## config.mk

```make
export PLATFORM = sky130hd
export DESIGN_NAME = sorted_priority_queue_unit
export DESIGN_NICKNAME = d
export VERILOG_FILES = /design/src/hw/rtl/spq_pkg.sv /design/src/hw/rtl/sorted_priority_queue_unit.sv /design/src/hw/rtl/spq_cell.sv /design/src/hw/rtl/spq_ctrl.sv
export SDC_FILE = /design/constraint.sdc
export NUM_CORES = 2
export LEC_CHECK = 0
export ABC_AREA = 1
export BUFFER_PORTS_ARGS = -buffer_cell sky130_fd_sc_hd__buf_2
export CAP_MARGIN = 20
export CORE_MARGIN = 2
export CORE_UTILIZATION = 45
export CTS_CLUSTER_DIAMETER = 60
export DETAILED_ROUTE_END_ITERATION = 8
export GPL_TIMING_DRIVEN = 0
export HOLD_SLACK_MARGIN = 0.05
export PLACE_DENSITY_LB_ADDON = 0.25
export SYNTH_ARGS = -nofsm -noshare
export SYNTH_HDL_FRONTEND = slang
export SYNTH_HIERARCHICAL = 1
export SYNTH_SLANG_ARGS = --single-unit
```

## constraint.sdc

```tcl
create_clock -name clk -period 7 [get_ports clk]
set_clock_uncertainty 0.05 [all_clocks]
set_input_delay 1.4 -clock clk [delete_from_list [all_inputs] [get_ports clk]]
set_output_delay 1.4 -clock clk [all_outputs]
set_load 0.02 [all_outputs]
```

## src/hw/rtl/spq_pkg.sv

```systemverilog
// Shared types and codes for the sorted priority queue.
// Used by spq_cell, spq_ctrl, the top level and the checker.
package spq_pkg;

  localparam int VALUE_W  = 32;
  localparam int PRIO_W   = 3;
  localparam int FUNC_W   = 2;
  localparam int STATUS_W = 2;
  localparam int OCC_W    = 5;

  typedef enum logic [FUNC_W-1:0] {
    FUNC_ENQ = 2'd0,
    FUNC_DEQ = 2'd1,
    FUNC_WDR = 2'd2
  } func_t;

  typedef enum logic [STATUS_W-1:0] {
    ST_OK        = 2'd0,
    ST_EMPTY     = 2'd1,
    ST_FULL      = 2'd2,
    ST_NOT_FOUND = 2'd3
  } status_t;

  typedef enum logic [1:0] {
    S_IDLE,
    S_SCAN,
    S_DONE
  } state_t;

  typedef enum logic [1:0] {
    CELL_HOLD,
    CELL_ENQ,
    CELL_DEQ,
    CELL_WDR
  } cell_op_t;

  // Command broadcast from the controller to every cell.
  typedef struct packed {
    cell_op_t op;
  } cell_cmd_t;

endpackage

```

## src/hw/rtl/sorted_priority_queue_unit.sv

```systemverilog
// Top level of the sorted priority queue: controller plus a chain of CAPACITY cells.
// Depends on spq_pkg, spq_cell and spq_ctrl.
//
//   channel  dir  handshake           payload
//   in       in   in_valid/in_stall   in_func, in_value, in_priority_req
//   out      out  out_valid/out_stall out_value, out_priority, out_status, out_occupancy
//
// Enqueue and dequeue: every cell decides its shift locally from its neighbors.
// Withdraw first scans the chain: the first-match flag ripples one cell per cycle.
// Reset is synchronous, active low; it empties the queue without clearing the stored entries.
// A held result blocks the next item only when out_stall stays high.
module sorted_priority_queue_unit #(
  parameter int CAPACITY      = 16,
  parameter int PRIORITY_BITS = 3
) (
  input  logic                          clk,
  input  logic                          rst_n,
  input  logic                          in_valid,
  output logic                          in_stall,
  input  logic [spq_pkg::FUNC_W-1:0]    in_func,
  input  logic [31:0]                   in_value,
  input  logic [spq_pkg::PRIO_W-1:0]    in_priority_req,
  output logic                          out_valid,
  input  logic                          out_stall,
  output logic [31:0]                   out_value,
  output logic [spq_pkg::PRIO_W-1:0]    out_priority,
  output logic [spq_pkg::STATUS_W-1:0]  out_status,
  output logic [spq_pkg::OCC_W-1:0]     out_occupancy
);
  import spq_pkg::*;

  localparam int CNT_W = $clog2(CAPACITY + 1);

  cell_cmd_t                cmd;
  logic [31:0]              key;
  logic [CNT_W-1:0]         count;
  logic [PRIORITY_BITS-1:0] new_prio;
  logic                     found;
  logic [PRIORITY_BITS-1:0] found_prio;

  logic [31:0]              c_value [CAPACITY];
  logic [PRIORITY_BITS-1:0] c_prio  [CAPACITY];
  logic                     c_gt    [CAPACITY];
  logic                     c_match [CAPACITY];
  logic                     c_seen  [CAPACITY];
  logic [PRIORITY_BITS-1:0] c_pf    [CAPACITY];

  assign new_prio = PRIORITY_BITS'(in_priority_req);

  // report the first match at the end of the chain
  assign found      = c_seen[CAPACITY-1] | c_match[CAPACITY-1];
  assign found_prio = c_seen[CAPACITY-1] ? c_pf[CAPACITY-1] : c_prio[CAPACITY-1];

  spq_ctrl #(
    .CAPACITY     (CAPACITY),
    .PRIORITY_BITS(PRIORITY_BITS)
  ) u_ctrl (
    .clk          (clk),
    .rst_n        (rst_n),
    .in_valid     (in_valid),
    .in_stall     (in_stall),
    .in_func      (in_func),
    .in_value     (in_value),
    .out_stall    (out_stall),
    .out_valid    (out_valid),
    .out_value    (out_value),
    .out_priority (out_priority),
    .out_status   (out_status),
    .out_occupancy(out_occupancy),
    .cmd          (cmd),
    .key          (key),
    .count        (count),
    .head_value   (c_value[0]),
    .head_prio    (c_prio[0]),
    .found        (found),
    .found_prio   (found_prio)
  );

  for (genvar i = 0; i < CAPACITY; i++) begin : g_cell
    logic [31:0]              prev_value;
    logic [PRIORITY_BITS-1:0] prev_prio;
    logic                     prev_gt;
    logic                     prev_seen;
    logic                     prev_match;
    logic [PRIORITY_BITS-1:0] prev_pf;
    logic [31:0]              next_value;
    logic [PRIORITY_BITS-1:0] next_prio;

    if (i == 0) begin : g_head
      assign prev_value = in_value;
      assign prev_prio  = new_prio;
      assign prev_gt    = 1'b0;
      assign prev_seen  = 1'b0;
      assign prev_match = 1'b0;
      assign prev_pf    = '0;
    end else begin : g_body
      assign prev_value = c_value[i-1];
      assign prev_prio  = c_prio[i-1];
      assign prev_gt    = c_gt[i-1];
      assign prev_seen  = c_seen[i-1];
      assign prev_match = c_match[i-1];
      assign prev_pf    = c_pf[i-1];
    end

    if (i == CAPACITY - 1) begin : g_tail
      assign next_value = c_value[i];
      assign next_prio  = c_prio[i];
    end else begin : g_mid
      assign next_value = c_value[i+1];
      assign next_prio  = c_prio[i+1];
    end

    spq_cell #(
      .PRIORITY_BITS(PRIORITY_BITS)
    ) u_cell (
      .clk       (clk),
      .rst_n     (rst_n),
      .cmd       (cmd),
      .occupied  (count > CNT_W'(i)),
      .at_tail   (count == CNT_W'(i)),
      .new_value (in_value),
      .new_prio  (new_prio),
      .key       (key),
      .prev_value(prev_value),
      .prev_prio (prev_prio),
      .prev_gt   (prev_gt),
      .prev_seen (prev_seen),
      .prev_match(prev_match),
      .prev_pf   (prev_pf),
      .next_value(next_value),
      .next_prio (next_prio),
      .value     (c_value[i]),
      .prio      (c_prio[i]),
      .gt        (c_gt[i]),
      .match     (c_match[i]),
      .seen      (c_seen[i]),
      .pf        (c_pf[i])
    );
  end

endmodule

```

## src/hw/rtl/spq_cell.sv

```systemverilog
// One slot of the sorted chain: holds a value and priority, shifts with its neighbors.
// Depends on spq_pkg.
module spq_cell #(
  parameter int PRIORITY_BITS = 3
) (
  input  logic                     clk,
  input  logic                     rst_n,
  input  spq_pkg::cell_cmd_t       cmd,
  input  logic                     occupied,
  input  logic                     at_tail,
  input  logic [31:0]              new_value,
  input  logic [PRIORITY_BITS-1:0] new_prio,
  input  logic [31:0]              key,
  input  logic [31:0]              prev_value,
  input  logic [PRIORITY_BITS-1:0] prev_prio,
  input  logic                     prev_gt,
  input  logic                     prev_seen,
  input  logic                     prev_match,
  input  logic [PRIORITY_BITS-1:0] prev_pf,
  input  logic [31:0]              next_value,
  input  logic [PRIORITY_BITS-1:0] next_prio,
  output logic [31:0]              value,
  output logic [PRIORITY_BITS-1:0] prio,
  output logic                     gt,
  output logic                     match,
  output logic                     seen,
  output logic [PRIORITY_BITS-1:0] pf
);
  import spq_pkg::*;

  logic [31:0]              value_r, value_nxt;
  logic [PRIORITY_BITS-1:0] prio_r, prio_nxt;
  logic                     seen_r, seen_nxt;
  logic [PRIORITY_BITS-1:0] pf_r, pf_nxt;

  always_comb begin
    gt        = occupied && (prio_r > new_prio);
    match     = occupied && (value_r == key);
    value_nxt = value_r;
    prio_nxt  = prio_r;
    case (cmd.op)
      CELL_ENQ: begin
        if (prev_gt) begin
          value_nxt = prev_value;
          prio_nxt  = prev_prio;
        end else if (gt || at_tail) begin
          value_nxt = new_value;
          prio_nxt  = new_prio;
        end
      end
      CELL_DEQ: begin
        value_nxt = next_value;
        prio_nxt  = next_prio;
      end
      CELL_WDR: begin
        if (seen_r || match) begin
          value_nxt = next_value;
          prio_nxt  = next_prio;
        end
      end
      default: begin
      end
    endcase
  end

  // ripple: is there a match ahead of this cell, and its priority
  assign seen_nxt = prev_seen | prev_match;
  assign pf_nxt   = prev_seen ? prev_pf : prev_prio;

  always_ff @(posedge clk) begin
    value_r <= value_nxt;
    prio_r  <= prio_nxt;
    pf_r    <= pf_nxt;
  end

  always_ff @(posedge clk) begin
    if (!rst_n) begin
      seen_r <= 1'b0;
    end else begin
      seen_r <= seen_nxt;
    end
  end

  assign value = value_r;
  assign prio  = prio_r;
  assign seen  = seen_r;
  assign pf    = pf_r;

endmodule

```

## src/hw/rtl/spq_ctrl.sv

```systemverilog
// Controller: handshakes, entry count, withdraw scan sequencing and result register.
// Depends on spq_pkg.
module spq_ctrl #(
  parameter int CAPACITY      = 16,
  parameter int PRIORITY_BITS = 3,
  localparam int CNT_W        = $clog2(CAPACITY + 1)
) (
  input  logic                          clk,
  input  logic                          rst_n,
  input  logic                          in_valid,
  output logic                          in_stall,
  input  logic [spq_pkg::FUNC_W-1:0]    in_func,
  input  logic [31:0]                   in_value,
  input  logic                          out_stall,
  output logic                          out_valid,
  output logic [31:0]                   out_value,
  output logic [spq_pkg::PRIO_W-1:0]    out_priority,
  output logic [spq_pkg::STATUS_W-1:0]  out_status,
  output logic [spq_pkg::OCC_W-1:0]     out_occupancy,
  output spq_pkg::cell_cmd_t            cmd,
  output logic [31:0]                   key,
  output logic [CNT_W-1:0]              count,
  input  logic [31:0]                   head_value,
  input  logic [PRIORITY_BITS-1:0]      head_prio,
  input  logic                          found,
  input  logic [PRIORITY_BITS-1:0]      found_prio
);
  import spq_pkg::*;

  localparam int SCAN_W = $clog2(CAPACITY);

  state_t              state_r, state_nxt;
  logic [SCAN_W-1:0]   scan_r, scan_nxt;
  logic [CNT_W-1:0]    count_r, count_nxt;
  logic [31:0]         key_r, key_nxt;
  logic                out_valid_r, out_valid_nxt;
  logic [31:0]         res_value_r, res_value_nxt;
  logic [PRIO_W-1:0]   res_prio_r, res_prio_nxt;
  status_t             res_status_r, res_status_nxt;
  logic [OCC_W-1:0]    res_occ_r, res_occ_nxt;
  logic                out_free;
  logic                accept;
  logic                load_out;

  assign out_free = !out_valid_r || !out_stall;
  assign accept   = in_valid && (state_r == S_IDLE) && out_free;
  assign in_stall = !((state_r == S_IDLE) && out_free);

  always_comb begin
    state_nxt = state_r;
    unique case (state_r)
      S_IDLE: if (accept && (func_t'(in_func) == FUNC_WDR)) state_nxt = S_SCAN;
      S_SCAN: if (scan_r == SCAN_W'(CAPACITY - 1)) state_nxt = S_DONE;
      S_DONE: if (out_free) state_nxt = S_IDLE;
      default: state_nxt = S_IDLE;
    endcase
  end

  always_comb begin
    cmd.op         = CELL_HOLD;
    load_out       = 1'b0;
    count_nxt      = count_r;
    key_nxt        = key_r;
    scan_nxt       = scan_r;
    res_value_nxt  = 32'd0;
    res_prio_nxt   = '0;
    res_status_nxt = ST_OK;
    unique case (state_r)
      S_IDLE: begin
        scan_nxt = '0;
        if (accept) begin
          load_out = 1'b1;
          unique case (func_t'(in_func))
            FUNC_ENQ: begin
              if (count_r == CNT_W'(CAPACITY)) begin
                res_status_nxt = ST_FULL;
              end else begin
                cmd.op    = CELL_ENQ;
                count_nxt = count_r + 1'b1;
              end
            end
            FUNC_DEQ: begin
              if (count_r == '0) begin
                res_status_nxt = ST_EMPTY;
              end else begin
                cmd.op        = CELL_DEQ;
                count_nxt     = count_r - 1'b1;
                res_value_nxt = head_value;
                res_prio_nxt  = PRIO_W'(head_prio);
              end
            end
            FUNC_WDR: begin
              load_out = 1'b0;
              key_nxt  = in_value;
            end
            default: begin
            end
          endcase
        end
      end
      S_SCAN: begin
        scan_nxt = scan_r + 1'b1;
      end
      S_DONE: begin
        if (out_free) begin
          load_out = 1'b1;
          if (found) begin
            cmd.op        = CELL_WDR;
            count_nxt     = count_r - 1'b1;
            res_value_nxt = key_r;
            res_prio_nxt  = PRIO_W'(found_prio);
          end else begin
            res_status_nxt = ST_NOT_FOUND;
          end
        end
      end
      default: begin
      end
    endcase
    res_occ_nxt = OCC_W'(count_nxt);
  end

  always_comb begin
    out_valid_nxt = out_valid_r;
    if (load_out) begin
      out_valid_nxt = 1'b1;
    end else if (!out_stall) begin
      out_valid_nxt = 1'b0;
    end
  end

  always_ff @(posedge clk) begin
    if (!rst_n) begin
      state_r     <= S_IDLE;
      count_r     <= '0;
      scan_r      <= '0;
      out_valid_r <= 1'b0;
    end else begin
      state_r     <= state_nxt;
      count_r     <= count_nxt;
      scan_r      <= scan_nxt;
      out_valid_r <= out_valid_nxt;
    end
  end

  always_ff @(posedge clk) begin
    key_r <= key_nxt;
    if (load_out) begin
      res_value_r  <= res_value_nxt;
      res_prio_r   <= res_prio_nxt;
      res_status_r <= res_status_nxt;
      res_occ_r    <= res_occ_nxt;
    end
  end

  assign key           = key_r;
  assign count         = count_r;
  assign out_valid     = out_valid_r;
  assign out_value     = res_value_r;
  assign out_priority  = res_prio_r;
  assign out_status    = res_status_r;
  assign out_occupancy = res_occ_r;

endmodule

```

==> results.cfg <==
[sta]
fin_crit_ns = 5.49
finalHoldViolations = 0
finalCritPeriodShare = 0.784
tightest_slew_ns = 1.20
setup_viol = 0
drv_slew = 0
grt_setup_unrepaired = no
relSlewSlack = 0.197
fmax_mhz = 182

[worst_hold_path]
hold_depth = 2
hold_end = g_cell[1].u_cell/pf[1]
worst_hold_startpoint = g_cell[0].u_cell/pf[1]
min_path_type = flop to flop

[clocking]
clk_path_buf_depth = 3
cts.sinks = 710
insertion_delay_ns = 0.73
ctsHoldBuffers = 0
cts_tree = done
cts_buffers = 98
cts_max_level = 3
cts_resized = 0
clk_pin_slew_worst_paths_ns = 0.06
cts_root_buffer = clkbuf_16
post_cts_buffers = 0

[synthesis]
netlist_area_mm2 = 0.0491
synth_cells = 7113
avgSynthCellArea_um2 = 6.90
yosys_warnings = 6

[detailed_routing]
wl_met1_um = 85300
wl_met2_um = 98200
top_layer = met5
wl_met3_um = 26900
drc = 0
vias = 51700
ant_nets = 0
drt_first_pass_iters = 6
wl_per_cell_um = 25.3
initialDrtViolationCount = 7861
finalWirelength_um = 225000
viasPerCell = 5.81

[grt]
grt_pass1_vias = 47500
grt_usage = 0.389
grt_max_degree = 42
antenna_found_initial = 11
grt_pass1_wl_um = 315000
gr-total-overflow = 0

[power]
p_leak_uw = 0.0274
seqPwrFrac = 0.418
swShare = 0.312
power_uw = 12400
switching_power_uw = 3870
p_int_uw = 8530
clockPowerShare = 0.413
combPwrFrac = 0.169
ir_drop_uv = 181
pwr_density_cell_mw_per_mm2 = 218

[critical_path]
worst_r2r_startpoint = u_ctrl/key[25]
worstSetupPathType = flop to flop
arrival_ns = 5.84
r2r_slack_ns = 1.51
worstRegToRegCells = 20
cp-start-kind = flop
crit_fanout = 20
endpoint_kind = flop
reg2reg_to = g_cell[6].u_cell/value[11]
required_ns = 7.35

[final_layout]
fin_area_mm2 = 0.0568
final_nets = 7479
n_fill_cell = 10600
layout-drive-gt1-share = 0.0856
syn2layout_area_growth_pct = 15.7
utilization = 0.523

[floorplan]
ios = 85
die_x_um = 334
num_rows = 121
die_h_um = 334
dieArea_mm2 = 0.112
start_util = 0.452
core_mm2 = 0.109

[placement]
routabilityCongestion = 1.01
io_buffers = 84
dp_hpwl_um = 170000
place_area_mm2 = 0.0535

[flow_run]
drv_cap = 0

[status]
status = completed
registers in the layout, indices dropped and copies added (netlist names):
name / flops
g_cell.u_cell/pf: 48
u_ctrl/out_occupancy: 5
u_ctrl/out_priority: 3
u_ctrl/state_r: 2
u_ctrl/key: 32
u_ctrl/out_status: 2
u_ctrl/out_value: 32
u_ctrl/scan_r: 4
g_cell.u_cell/value: 512
u_ctrl/count: 5
g_cell.u_cell/seen: 16
u_ctrl/out_valid: 1
g_cell.u_cell/prio: 48
placed cells by master, fill, tap and decap left out, drive strengths merged, types with 3 or more instances in the layout:
| cell type | count |
|---|---|
| o21a | 16 |
| clkinvlp | 6 |
| nor3b | 16 |
| nor3 | 35 |
| clkinv | 63 |
| a21boi | 16 |
| nand4 | 114 |
| clkbuf | 165 |
| nand3 | 198 |
| conb | 10 |
| a21oi | 1181 |
| edfxtp | 634 |
| or2 | 33 |
| diode | 3 |
| inv | 1043 |
| and3 | 16 |
| ha | 51 |
| nor2 | 927 |
| nand3b | 16 |
| dfxtp | 76 |
| xor2 | 21 |
| xnor2 | 96 |
| a32o | 33 |
| o21ai | 63 |
| bufinv | 7 |
| o22ai | 18 |
| buf | 350 |
| nor4 | 32 |
| nand2 | 2233 |
metal layers:
layer / global-route usage / vias to the layer above
met3: 0.0903 / 732
met1: 0.500 / 23900
met2: 0.606 / 3401
met5: 0.00434 / -
met4: 0.209 / 4
li1: - / 23600
worst max-delay path by stage:
| stage | startpoint | cells past startpoint | end |
|---|---|---|---|
| after CTS | u_ctrl/key[25] | 20 | g_cell[6].u_cell/value[11] |
| final | u_ctrl/key[25] | 20 | g_cell[6].u_cell/value[11] |
| after floorplan | in_func[0] | 8 | g_cell[0].u_cell/prio[0] |
| after global routing | u_ctrl/key[25] | 20 | g_cell[6].u_cell/value[11] |
| after global placement | in_func[1] | 8 | g_cell[9].u_cell/value[5] |
| after detailed placement | u_ctrl/key[25] | 20 | g_cell[6].u_cell/value[5] |
power by group through the flow:
stage | Combinational [uW] | Sequential [uW] | Clock, uW
after floorplan | 1220 | 5180 | 0
after global placement | 1800 | 5340 | 0
after detailed placement | 1990 | 5260 | 0
after CTS | 2000 | 5180 | 5150
after global routing | 2240 | 5190 | 5330
final | 2090 | 5190 | 5120
critical path, cell delays in order, from the launching register on:
cell and delay, ns:
edfxtp_1 0.85, buf_16 0.25, inv_1 0.05, nand2_1 0.07, nand2_1 0.11, nor2_1 0.11
nand4_1 0.08, nor3_1 0.23, nand3_1 0.18, nor2_1 0.18, or2_2 0.17, nand2_1 0.12
nor2_4 0.32, inv_1 0.20, o21ai_4 0.34, buf_12 0.27, buf_2 0.28, buf_2 0.27
a21oi_1 0.10, a21oi_4 0.61, buf_16 0.24
layout make-up:
type | count | area [um^2] | share of cell area
Multi-Input combinational cell | 5129 | 23500 | 0.414
Tap cell | 1414 | 1770 | 0.0311
Antenna cell | 3 | 7.51 | 0.000132
Inverter | 1048 | 3940 | 0.0693
Clock inverter | 71 | 719 | 0.0127
Buffer | 235 | 1230 | 0.0217
Timing Repair Buffer | 165 | 2480 | 0.0437
Clock buffer | 115 | 2570 | 0.0452
Sequential cell | 710 | 20600 | 0.362
metrics by stage:
stage          setup TNS, ns  worst slack, ns  hold WS (ns)  std cells
4_1_cts                    0             1.66         0.381       8887
2_1_floorplan              0             1.28         0.349       7122
5_1_grt                    0             1.37         0.394       8887
6_report                   0             1.51         0.378       8890
3_5_place_dp               0             1.72         0.363       8701
3_3_place_gp        -3458.53            -3.45         0.369       8620
No activity file was read; power rests on OpenSTA's default activity.
